[config.mk]
export PLATFORM = sky130hd
export DESIGN_NAME = dci_front
export DESIGN_NICKNAME = d
export VERILOG_FILES = /design/src/hdl/dci_pkg.sv /design/src/hdl/dci_front.sv
export SDC_FILE = /design/constraint.sdc
export NUM_CORES = 1
export LEC_CHECK = 0
export ABC_AREA = 0
export BUFFER_PORTS_ARGS = -buffer_cell sky130_fd_sc_hd__buf_2
export CORE_MARGIN = 2
export CORE_UTILIZATION = 55
export CTS_BUF_LIST = sky130_fd_sc_hd__clkbuf_8 sky130_fd_sc_hd__clkbuf_16
export DETAILED_ROUTE_END_ITERATION = 8
export PLACE_DENSITY = 0.76
export SYNTH_ARGS = -nofsm -noshare
export SYNTH_HDL_FRONTEND = slang
export SYNTH_SLANG_ARGS = --single-unit
[constraint.sdc]
create_clock -name clk -period 16.98 [get_ports clk]
set_clock_uncertainty 0.15 [all_clocks]
set_input_delay 3.396 -clock clk [delete_from_list [all_inputs] [get_ports clk]]
set_output_delay 3.396 -clock clk [all_outputs]
set_load 0.02 [all_outputs]
[src/hdl/dci_pkg.sv]
`default_nettype none

package dci_pkg;

    // Fixed-point format shared by every datapath stage.
    localparam int FRAC_BITS = 16;

    // Pipeline depths of the arithmetic units.
    localparam int MUL_LAT = 4;
    localparam int DIV_LAT = 66;

    // Queue between the front and the back.
    localparam int FQ_DEPTH = 4;
    localparam int FQ_AW    = 2;

    // Configuration register map.
    localparam int CFG_IDX_W = 4;
    localparam logic [CFG_IDX_W-1:0] CFG_INV_DT = 4'd0;
    localparam logic [CFG_IDX_W-1:0] CFG_GAIN   = 4'd1;

    localparam logic [30:0] INV_DT_RESET = 31'(60 << FRAC_BITS);
    localparam logic [16:0] GAIN_RESET   = 17'((1 << FRAC_BITS) / 5);

    localparam logic signed [63:0] S64_MAX = {1'b0, {63{1'b1}}};
    localparam logic signed [63:0] S64_MIN = {1'b1, {63{1'b0}}};

    // One constraint after the front has formed the differences.
    typedef struct packed {
        logic signed [32:0] rx;
        logic signed [32:0] ry;
        logic signed [32:0] dvx;
        logic signed [32:0] dvy;
        logic signed [31:0] vel_a_x;
        logic signed [31:0] vel_a_y;
        logic signed [31:0] vel_b_x;
        logic signed [31:0] vel_b_y;
        logic [30:0]        inv_mass_a;
        logic [30:0]        inv_mass_b;
        logic [31:0]        inv_mass_sum;
        logic [30:0]        rest_distance;
    } prep_t;

    // One finished result.
    typedef struct packed {
        logic signed [31:0] new_vel_a_x;
        logic signed [31:0] new_vel_a_y;
        logic signed [31:0] new_vel_b_x;
        logic signed [31:0] new_vel_b_y;
        logic               skipped;
    } res_t;

    // Saturating 64-bit signed add.
    function automatic logic signed [63:0] sat_add(input logic signed [63:0] a,
                                                   input logic signed [63:0] b);
        logic [64:0] s;
        s = {a[63], a} + {b[63], b};
        if (s[64] != s[63])
            return s[64] ? S64_MIN : S64_MAX;
        return s[63:0];
    endfunction

    // Saturating 64-bit signed subtract.
    function automatic logic signed [63:0] sat_sub(input logic signed [63:0] a,
                                                   input logic signed [63:0] b);
        logic [64:0] s;
        s = {a[63], a} - {b[63], b};
        if (s[64] != s[63])
            return s[64] ? S64_MIN : S64_MAX;
        return s[63:0];
    endfunction

    // Clamp a 65-bit signed value to the 32-bit signed range.
    function automatic logic signed [31:0] clamp32(input logic [64:0] v);
        if (v[64:31] == {34{v[64]}})
            return v[31:0];
        return v[64] ? 32'h8000_0000 : 32'h7fff_ffff;
    endfunction

endpackage

`default_nettype wire

[src/hdl/dci_front.sv]
`default_nettype none

module dci_front (
    input  logic               clk,
    input  logic               rst_n,
    input  logic               push,
    output logic               full,
    input  logic signed [31:0] pos_a_x,
    input  logic signed [31:0] pos_a_y,
    input  logic signed [31:0] pos_b_x,
    input  logic signed [31:0] pos_b_y,
    input  logic signed [31:0] vel_a_x,
    input  logic signed [31:0] vel_a_y,
    input  logic signed [31:0] vel_b_x,
    input  logic signed [31:0] vel_b_y,
    input  logic [30:0]        inv_mass_a,
    input  logic [30:0]        inv_mass_b,
    input  logic [30:0]        rest_distance,
    input  logic               take,
    output logic               head_valid,
    output dci_pkg::prep_t     head
);
    import dci_pkg::*;

    prep_t            fq_mem [FQ_DEPTH];
    prep_t            prep;
    logic [FQ_AW-1:0] wr_ptr_reg;
    logic [FQ_AW-1:0] rd_ptr_reg;
    logic [FQ_AW:0]   cnt_reg;
    logic [FQ_AW-1:0] wr_ptr_next;
    logic [FQ_AW-1:0] rd_ptr_next;
    logic [FQ_AW:0]   cnt_next;
    logic             wr;
    logic             rd;

    // Form the exact differences and the inverse mass sum.
    always_comb
    begin
        prep.rx            = {pos_b_x[31], pos_b_x} - {pos_a_x[31], pos_a_x};
        prep.ry            = {pos_b_y[31], pos_b_y} - {pos_a_y[31], pos_a_y};
        prep.dvx           = {vel_b_x[31], vel_b_x} - {vel_a_x[31], vel_a_x};
        prep.dvy           = {vel_b_y[31], vel_b_y} - {vel_a_y[31], vel_a_y};
        prep.vel_a_x       = vel_a_x;
        prep.vel_a_y       = vel_a_y;
        prep.vel_b_x       = vel_b_x;
        prep.vel_b_y       = vel_b_y;
        prep.inv_mass_a    = inv_mass_a;
        prep.inv_mass_b    = inv_mass_b;
        prep.inv_mass_sum  = {1'b0, inv_mass_a} + {1'b0, inv_mass_b};
        prep.rest_distance = rest_distance;
    end

    // Queue bookkeeping.
    assign full       = cnt_reg == (FQ_AW+1)'(FQ_DEPTH);
    assign head_valid = cnt_reg != '0;
    assign wr         = push & ~full;
    assign rd         = take & head_valid;
    assign head       = fq_mem[rd_ptr_reg];

    always_comb
    begin
        wr_ptr_next = wr ? wr_ptr_reg + 1'b1 : wr_ptr_reg;
        rd_ptr_next = rd ? rd_ptr_reg + 1'b1 : rd_ptr_reg;
        cnt_next    = cnt_reg + (FQ_AW+1)'(wr) - (FQ_AW+1)'(rd);
    end

    always_ff @(posedge clk or negedge rst_n)
    begin
        if (!rst_n)
        begin
            wr_ptr_reg <= '0;
            rd_ptr_reg <= '0;
            cnt_reg    <= '0;
        end
        else
        begin
            wr_ptr_reg <= wr_ptr_next;
            rd_ptr_reg <= rd_ptr_next;
            cnt_reg    <= cnt_next;
        end
    end

    // Queue storage.
    always_ff @(posedge clk)
    begin
        if (wr)
            fq_mem[wr_ptr_reg] <= prep;
    end

endmodule

`default_nettype wire

; Word level (Yosys, flattened, before mapping)
; Memories as Yosys holds them, arrays and structs flattened.
; Index checks and enable logic that the tools add are counted.
[totals]
reg_bits = 7
latch_bits = 0
mem_bits_rw = 1540
rom_bits = 0
inputBits = 353
out_inout_bits = 387
wordCells = 20
n_memories = 1
[classes]
add_sub_neg = 9
mul = 0
div_mod_pow = 0
magnitude_cmp = 0
eq_ne = 1
n_shift = 0
muxes = 2
bitwise = 3
n_reduce_logical = 1
[mem_list]
columns = memory, depth, word_bits, rd, rd_clocked_by_memory_dff, wr, line
row1 = fq_mem, 4, 385, 1, 0, 1, dci_front.sv:25  ; prep_t fq_mem [FQ_DEPTH];
[ops]
columns = op, count
row1 = $sub 32x32->33, 4
row2 = $add 31x31->32, 1
row3 = $add 2x1->2 const B, 2
row4 = $add 3x1->3, 1
row5 = $eq 3x3->1 const B, 1
row6 = $reduce_bool 3->1, 1
row7 = $sub 3x1->3, 1
row8 = $and 1x1->1, 2
row9 = $mux 1, 2
row10 = $not 1->1, 1

; Depth between registers and ports, before layout
; Gate-level depths: netlist (run 1).
[logic_depth]
depth_word = 5
ltp_mapped = 12
ltp_nobuf = 12

; Worst setup path after synthesis (run 1)
; No wires, ideal clock.
[synth_path]
path_type = in2reg
startpoint = input port push
endpoint = memory fq_mem[0][0] (netlist bit), enable pin
setup_ps = 798
arrival_ps = 12479
t_required_ps = 16032
slack_ps = 3554
cell_stages = 3
n_path_buf = 1
cell_sequence = nor2b_1 > clkbuf_1 > and2_1
[synth_via]
elab_chain_len = 3
[synth_rtl]
columns = item, line
row1 = "start, declared", dci_front.sv:6  ; input logic push,
row2 = $and 1x1->1, dci_front.sv:56  ; assign wr = push & ~full;
row3 = $mux 1, dci_front.sv:86  ; if (wr)
row4 = $mux 1 (implied by the code), dci_front.sv:87  ; fq_mem[wr_ptr_reg] <= prep;
row5 = "end, declared", dci_front.sv:25
; No other way between the ends.

==> results of run 1 <==
==> cell type report <==
| class | count | area [sq um] |
|---|---|---|
| clock buffers | 159 | 3960 |
| diodes | 19 | 47.5 |
| clock inverters | 116 | 952 |
| inverters | 179 | 672 |
| flip-flops and latches | 1547 | 46400 |
| well taps | 1524 | 1910 |
| repair buffers | 765 | 4010 |
| multi-input cells | 1450 | 16500 |
| fillers | 7812 | 41300 |
==> stage by stage <==
step / power (uW) / instance area [sq um] / worst slack [ps] / hold WS (ps)
finish: 13000 / 74400 / 8250 / 378
floorplan: 8580 / 63900 / 3550 / 343
CTS: 13100 / 74400 / 7960 / 383
global route: 13500 / 74400 / 7650 / 426
global placement: 9760 / 69500 / 8870 / 354
detailed placement: 9820 / 69500 / 8790 / 370
==> synth_stat cells, drive strengths merged, types with 4 or more instances <==
cell type / instances
xnor2: 97
inv: 179
o22ai: 5
a211o: 7
edfxtp: 1540
fa: 6
nor3b: 6
or3: 8
o31ai: 10
a211oi: 16
o31a: 8
a21boi: 5
o21bai: 19
or2: 4
a31oi: 15
nor3: 15
a21oi: 139
buf: 57
clkbuf: 48
o21a: 27
and2: 10
nand2b: 12
a22o: 4
mux4: 385
a221oi: 4
nor2: 84
and3: 13
xor2: 40
o21ai: 81
ha: 165
a21o: 55
nand3: 25
nor2b: 29
nand2: 90
nand4: 13
o211ai: 8
dfrtp: 7
==> critical path: cells and delay by family (launching register included) <==
| family | cells | cell delay, ps |
|---|---|---|
| buffers and inverters | 4 | 2520 |
| flip-flops | 1 | 1120 |
| multiplexers | 1 | 670 |
==> metal layers <==
metal,vias up,part of all wire (%),track usage (%)
li1,15000,-,-
met1,17400,39,31.6
met2,1487,49,38.2
met3,272,8.5,6.38
met4,20,3.7,9.45
met5,-,0.094,0
==> kinds of logic after synthesis <==
family | share of synthesized area [%]
xor gates and xnor gates | 1.88
buffers and inverters | 1.68
DFF | 72.6
muxes | 13.6
and+or+nand+nor | 2.33
AOI/OAI and AO/OA | 4.54
adders and majority gates | 3.42
==> worst paths after layout <==
kind / start / endpoint / slack [ps]
min in group asynchronous: rst_n / rd_ptr_reg[0] / 2340
worst min register to register: cnt_reg[0] / cnt_reg[0] / 380
worst min-delay path: cnt_reg[0] / cnt_reg[0] / 380
worst max register to register: cnt_reg[2] / fq_mem[3][206] / 12350
max in group asynchronous: rst_n / rd_ptr_reg[1] / 14130
worst max-delay path: rd_ptr_reg[0] / head[149] / 8250
==> report_power, final <==
group          internal (uW)  switching [uW]  leakage (uW)
Clock                   1860            1400       0.00251
Combinational           1630            2710       0.00998
Sequential              5150             233        0.0142
Total                   8640            4340        0.0267
==> flow_summary.json, run 1 <==
{
  "cts.path.max_buffers": 3,
  "rsz0062_at_grt": "false",
  "detail_route.wl_per_cell_um": 25.2,
  "io_buffer_count": 739,
  "worstPathArrival_ps": 5190,
  "layout_common_cells": "1540 x edfxtp_1, 739 x buf_2, 385 x mux4_2, 205 x inv_1, 165 x ha_1",
  "cts.clk_slew.worst_paths_ps": 60,
  "cts_setup_buffers": 0,
  "design.die.area_sq_um": 119000,
  "p_leak_uw": 0.0267,
  "critPathCaptureType": "primary output",
  "outcome": "finished clean",
  "slew_headroom_pct": 8.93,
  "holdPathStages": 1,
  "nets": 4621,
  "hold_viol": 0,
  "path_cells": "buf_4 -> buf_4 -> buf_4 -> mux4_2 -> buf_2",
  "startpoint_type": "register",
  "synth_area_leaders": "edfxtp_1 72%, mux4_2 14%, ha_1 3.2%, xnor2_1 1.3%, a21oi_1 1.1%",
  "period_share_pct": 51.4,
  "async_flop_share_pct": 0.452,
  "synthFlopType": "edfxtp_1",
  "yosysTopAreaCellShare_pct": 72.3,
  "fp.dieW_um": 345,
  "num_vias": 34100,
  "cap_viol_max_count": 0,
  "cpMostUsedCell": "buf_4",
  "dp_hpwl_mm": 95.5,
  "pwr_density_cell_nw_per_um2": 174,
  "irDropWorstVdd_v": 0.000131,
  "firstDrtPassIters": 7,
  "syn_area_sq_um": 63900,
  "cts_tree": "done",
  "cp_max_fo": 55,
  "holdCritPathClass": "register to register",
  "critPathSlowestCell": "dfrtp_4",
  "grt_use_total_pct": 23.9,
  "cts_max_level": 4,
  "yosys_register_bits": 1547,
  "worstMarginPinSlew_ps": 1370,
  "ant_nets": 0,
  "gp_congestion": 0.896,
  "critPathRequiredTime_ps": 13430,
  "cts-resized-gates": 0,
  "fin_crit_ps": 8730,
  "fp-row-count": 125,
  "synth_edf_count": 1540,
  "drc": 0,
  "yosys_warnings": 0,
  "grt_max_degree": 157,
  "grt_pass1_vias": 33600,
  "synth_top_area_cell": "edfxtp_1",
  "clkLatencyLatePin_ps": 750,
  "drt_iter0_markers": 3409,
  "dp_cells": 5465,
  "routed_wl_mm": 145,
  "synth_nets": 3805,
  "crit_type": "register to primary output",
  "grt_pass1_wl_mm": 210,
  "drive_gt1_share_pct": 32.9,
  "grt_antenna_before_repair": 31,
  "finalSetupTns_ps": 0,
  "cts_num_sinks": 1547,
  "syn_area_per_cell_sq_um": 19.5,
  "ys_types": 72,
  "syn2layout_area_growth_pct": 16.4,
  "setup_violations": 0,
  "cts_buffers": 154,
  "drv_slew": 0,
  "core_area_sq_um": 116000,
  "final_cell_count_no_fill": 5759,
  "start_util_pct": 55.2,
  "root_buffer": "clkbuf_16",
  "max_freq_ghz": 0.115,
  "io_pins": 740,
  "fin_util_pct": 64.3,
  "layout_commonest_cell": "edfxtp_1",
  "vias_per_cell": 5.93,
  "critPathMaxStageDelay_ps": 1120,
  "r2r_cells": 6,
  "grt_overflow": 0,
  "largest_reg_flops": 1540,
  "hold_buffers": 0,
  "die_y_um": 345,
  "seq_area_frac_synth_pct": 72.6,
  "syn_inst": 3281
}
Power figures use the tool's default switching activity.
==> inputs of run 2 (changes only) <==
==> constraint.sdc (replaced) <==
create_clock -name clk -period 8.1 [get_ports clk]
set_clock_uncertainty 0.15 [all_clocks]
set_input_delay 1.62 -clock clk [delete_from_list [all_inputs] [get_ports clk]]
set_output_delay 1.62 -clock clk [all_outputs]
set_load 0.02 [all_outputs]
==> flow_summary.json, run 2 (same netlist as run 1, synthesis figures left out) <==
{
  "outcome": "finished clean",
  "hp-start": "cnt_reg[0]",
  "cts_setup_buffers": 0,
  "irDropWorstVdd_v": 0.000337,
  "max_freq_ghz": 0.195,
  "layout_commonest_cell": "edfxtp_1",
  "clkLatencyLatePin_ps": 780,
  "grt_overflow": 0,
  "io_buffer_count": 739,
  "grt_use_total_pct": 23.9,
  "gp_congestion": 0.913,
  "grt_pass1_wl_mm": 211,
  "detail_route.wl_per_cell_um": 25.2,
  "holdCritPathClass": "register to register",
  "p_leak_uw": 0.0267,
  "period_share_pct": 63.4,
  "sw_frac_of_total_pct": 33.6,
  "grt_pass1_vias": 33900,
  "startpoint_type": "register",
  "n_fill_cell": 7848,
  "p_total_uw": 27300,
  "cp_top_family": "flip-flops",
  "rsz0062_at_grt": "false",
  "slew_headroom_pct": 18.8,
  "worstMarginPinSlew_ps": 1220,
  "whs_ps": 378,
  "fin_crit_ps": 5140,
  "cp_num_cells": 3,
  "fp-row-count": 125,
  "firstDrtPassIters": 5,
  "finalSetupTns_ps": 0,
  "drv_slew": 0,
  "num_vias": 34100,
  "grt_max_degree": 145,
  "seqPwrFrac_pct": 41.1,
  "syn2layout_area_growth_pct": 16.5,
  "dp_hpwl_mm": 93.8,
  "critPathRequiredTime_ps": 6330,
  "fp.dieW_um": 345,
  "design.die.area_sq_um": 119000,
  "p_comb_share_pct": 33.9,
  "cts-resized-gates": 0,
  "layout_common_cells": "1540 x edfxtp_1, 739 x buf_2, 385 x mux4_2, 215 x inv_1, 165 x ha_1",
  "grt_antenna_before_repair": 37,
  "r2r_start": "cnt_reg[2]",
  "path_buf_inv": 2,
  "drc": 0,
  "io_pins": 740,
  "worstPathArrival_ps": 3370,
  "r2r_cells": 4,
  "drive_gt1_share_pct": 32.7,
  "root_buffer": "clkbuf_16",
  "path_cells": "buf_12 -> mux4_2 -> buf_2",
  "cts.clk_slew.worst_paths_ps": 60,
  "holdPathStages": 1,
  "die_y_um": 345,
  "ant_nets": 0,
  "cts_num_sinks": 1547,
  "cts_max_level": 4,
  "cts_buffers": 153,
  "hold_buffers": 0,
  "power_switching_uw": 9150,
  "dp_cells": 5468,
  "critPathMaxStageDelay_ps": 940,
  "final_cell_count_no_fill": 5762,
  "pwr_density_cell_nw_per_um2": 366,
  "cts.path.max_buffers": 3,
  "p_int_uw": 18100,
  "cp_max_fo": 98,
  "start_util_pct": 55.2,
  "hold_viol": 0,
  "nets": 4623,
  "crit_type": "register to primary output",
  "largest_reg_flops": 1540,
  "vias_per_cell": 5.91,
  "critPathSlowestCell": "dfrtp_4",
  "setup_violations": 0,
  "fin_util_pct": 64.3,
  "startpoint": "rd_ptr_reg[0]",
  "drt_iter0_markers": 2843,
  "critPathCaptureType": "primary output",
  "cts_tree": "done",
  "core_area_sq_um": 116000,
  "routed_wl_mm": 145,
  "clkPwrFrac_pct": 25.1,
  "cap_viol_max_count": 0
}
-- run 2: changes by cell type in the layout (fill, tap and decap cells not counted), moves of 2 or more --
cell	previous run	this run
diode_2	19	27
clkinv_4	5	0
clkinv_1	32	29
clkinv_8	3	6
buf_12	9	14
buf_4	17	15
clkinv_2	27	18
inv_1	205	215
-- run 2: worst paths after layout --
path                            endpoint  slack (ps)
min in group asynchronous     cnt_reg[1]         520
min                           cnt_reg[0]         380
max reg2reg                fq_mem[2][26]        4780
max                            head[199]        2960
max in group asynchronous  rd_ptr_reg[0]        7090
min reg2reg                   cnt_reg[0]         380
-- run 2: per-layer routing --
| layer | global-route usage [%] | up-vias | wire length, um |
|---|---|---|---|
| li1 | - | 15000 | - |
| met1 | 31.0 | 17400 | 55500 |
| met2 | 38.5 | 1355 | 71400 |
| met3 | 7.18 | 279 | 13000 |
| met4 | 9.05 | 30 | 4940 |
| met5 | 0 | - | 201 |
-- run 2: cell type report --
cell class / count / area [sq um] / area share [%]
inverters: 179 / 672 / 0.902
repair buffers: 768 / 4090 / 5.49
clock buffers: 158 / 3940 / 5.29
well taps: 1524 / 1910 / 2.56
flip-flops and latches: 1547 / 46400 / 62.3
clock inverters: 109 / 902 / 1.21
multi-input cells: 1450 / 16500 / 22.1
diodes: 27 / 67.6 / 0.0907
-- run 2: power groups by stage --
stage / sequential, uW / combinational, uW / clock (uW)
2_1_floorplan: 11500 / 6150 / 0
3_3_place_gp: 11200 / 9290 / 0
3_5_place_dp: 11300 / 9310 / 0
4_1_cts: 11200 / 9360 / 6960
5_1_grt: 11300 / 9790 / 7250
6_report: 11200 / 9230 / 6840
-- run 2: per-stage QoR --
step,worst slack [ps],instance area [sq um]
after floorplan,797,63900
after global placement,2810,69600
after detailed placement,2770,69600
after CTS,2820,74400
after global routing,2690,74400
final,2960,74500
-- run 2: worst register-to-register path: stages (launching register included) --
cell and delay, ps:
dfrtp_1 400, nor3b_1 180, nor2b_1 450, and2_4 740, buf_12 630
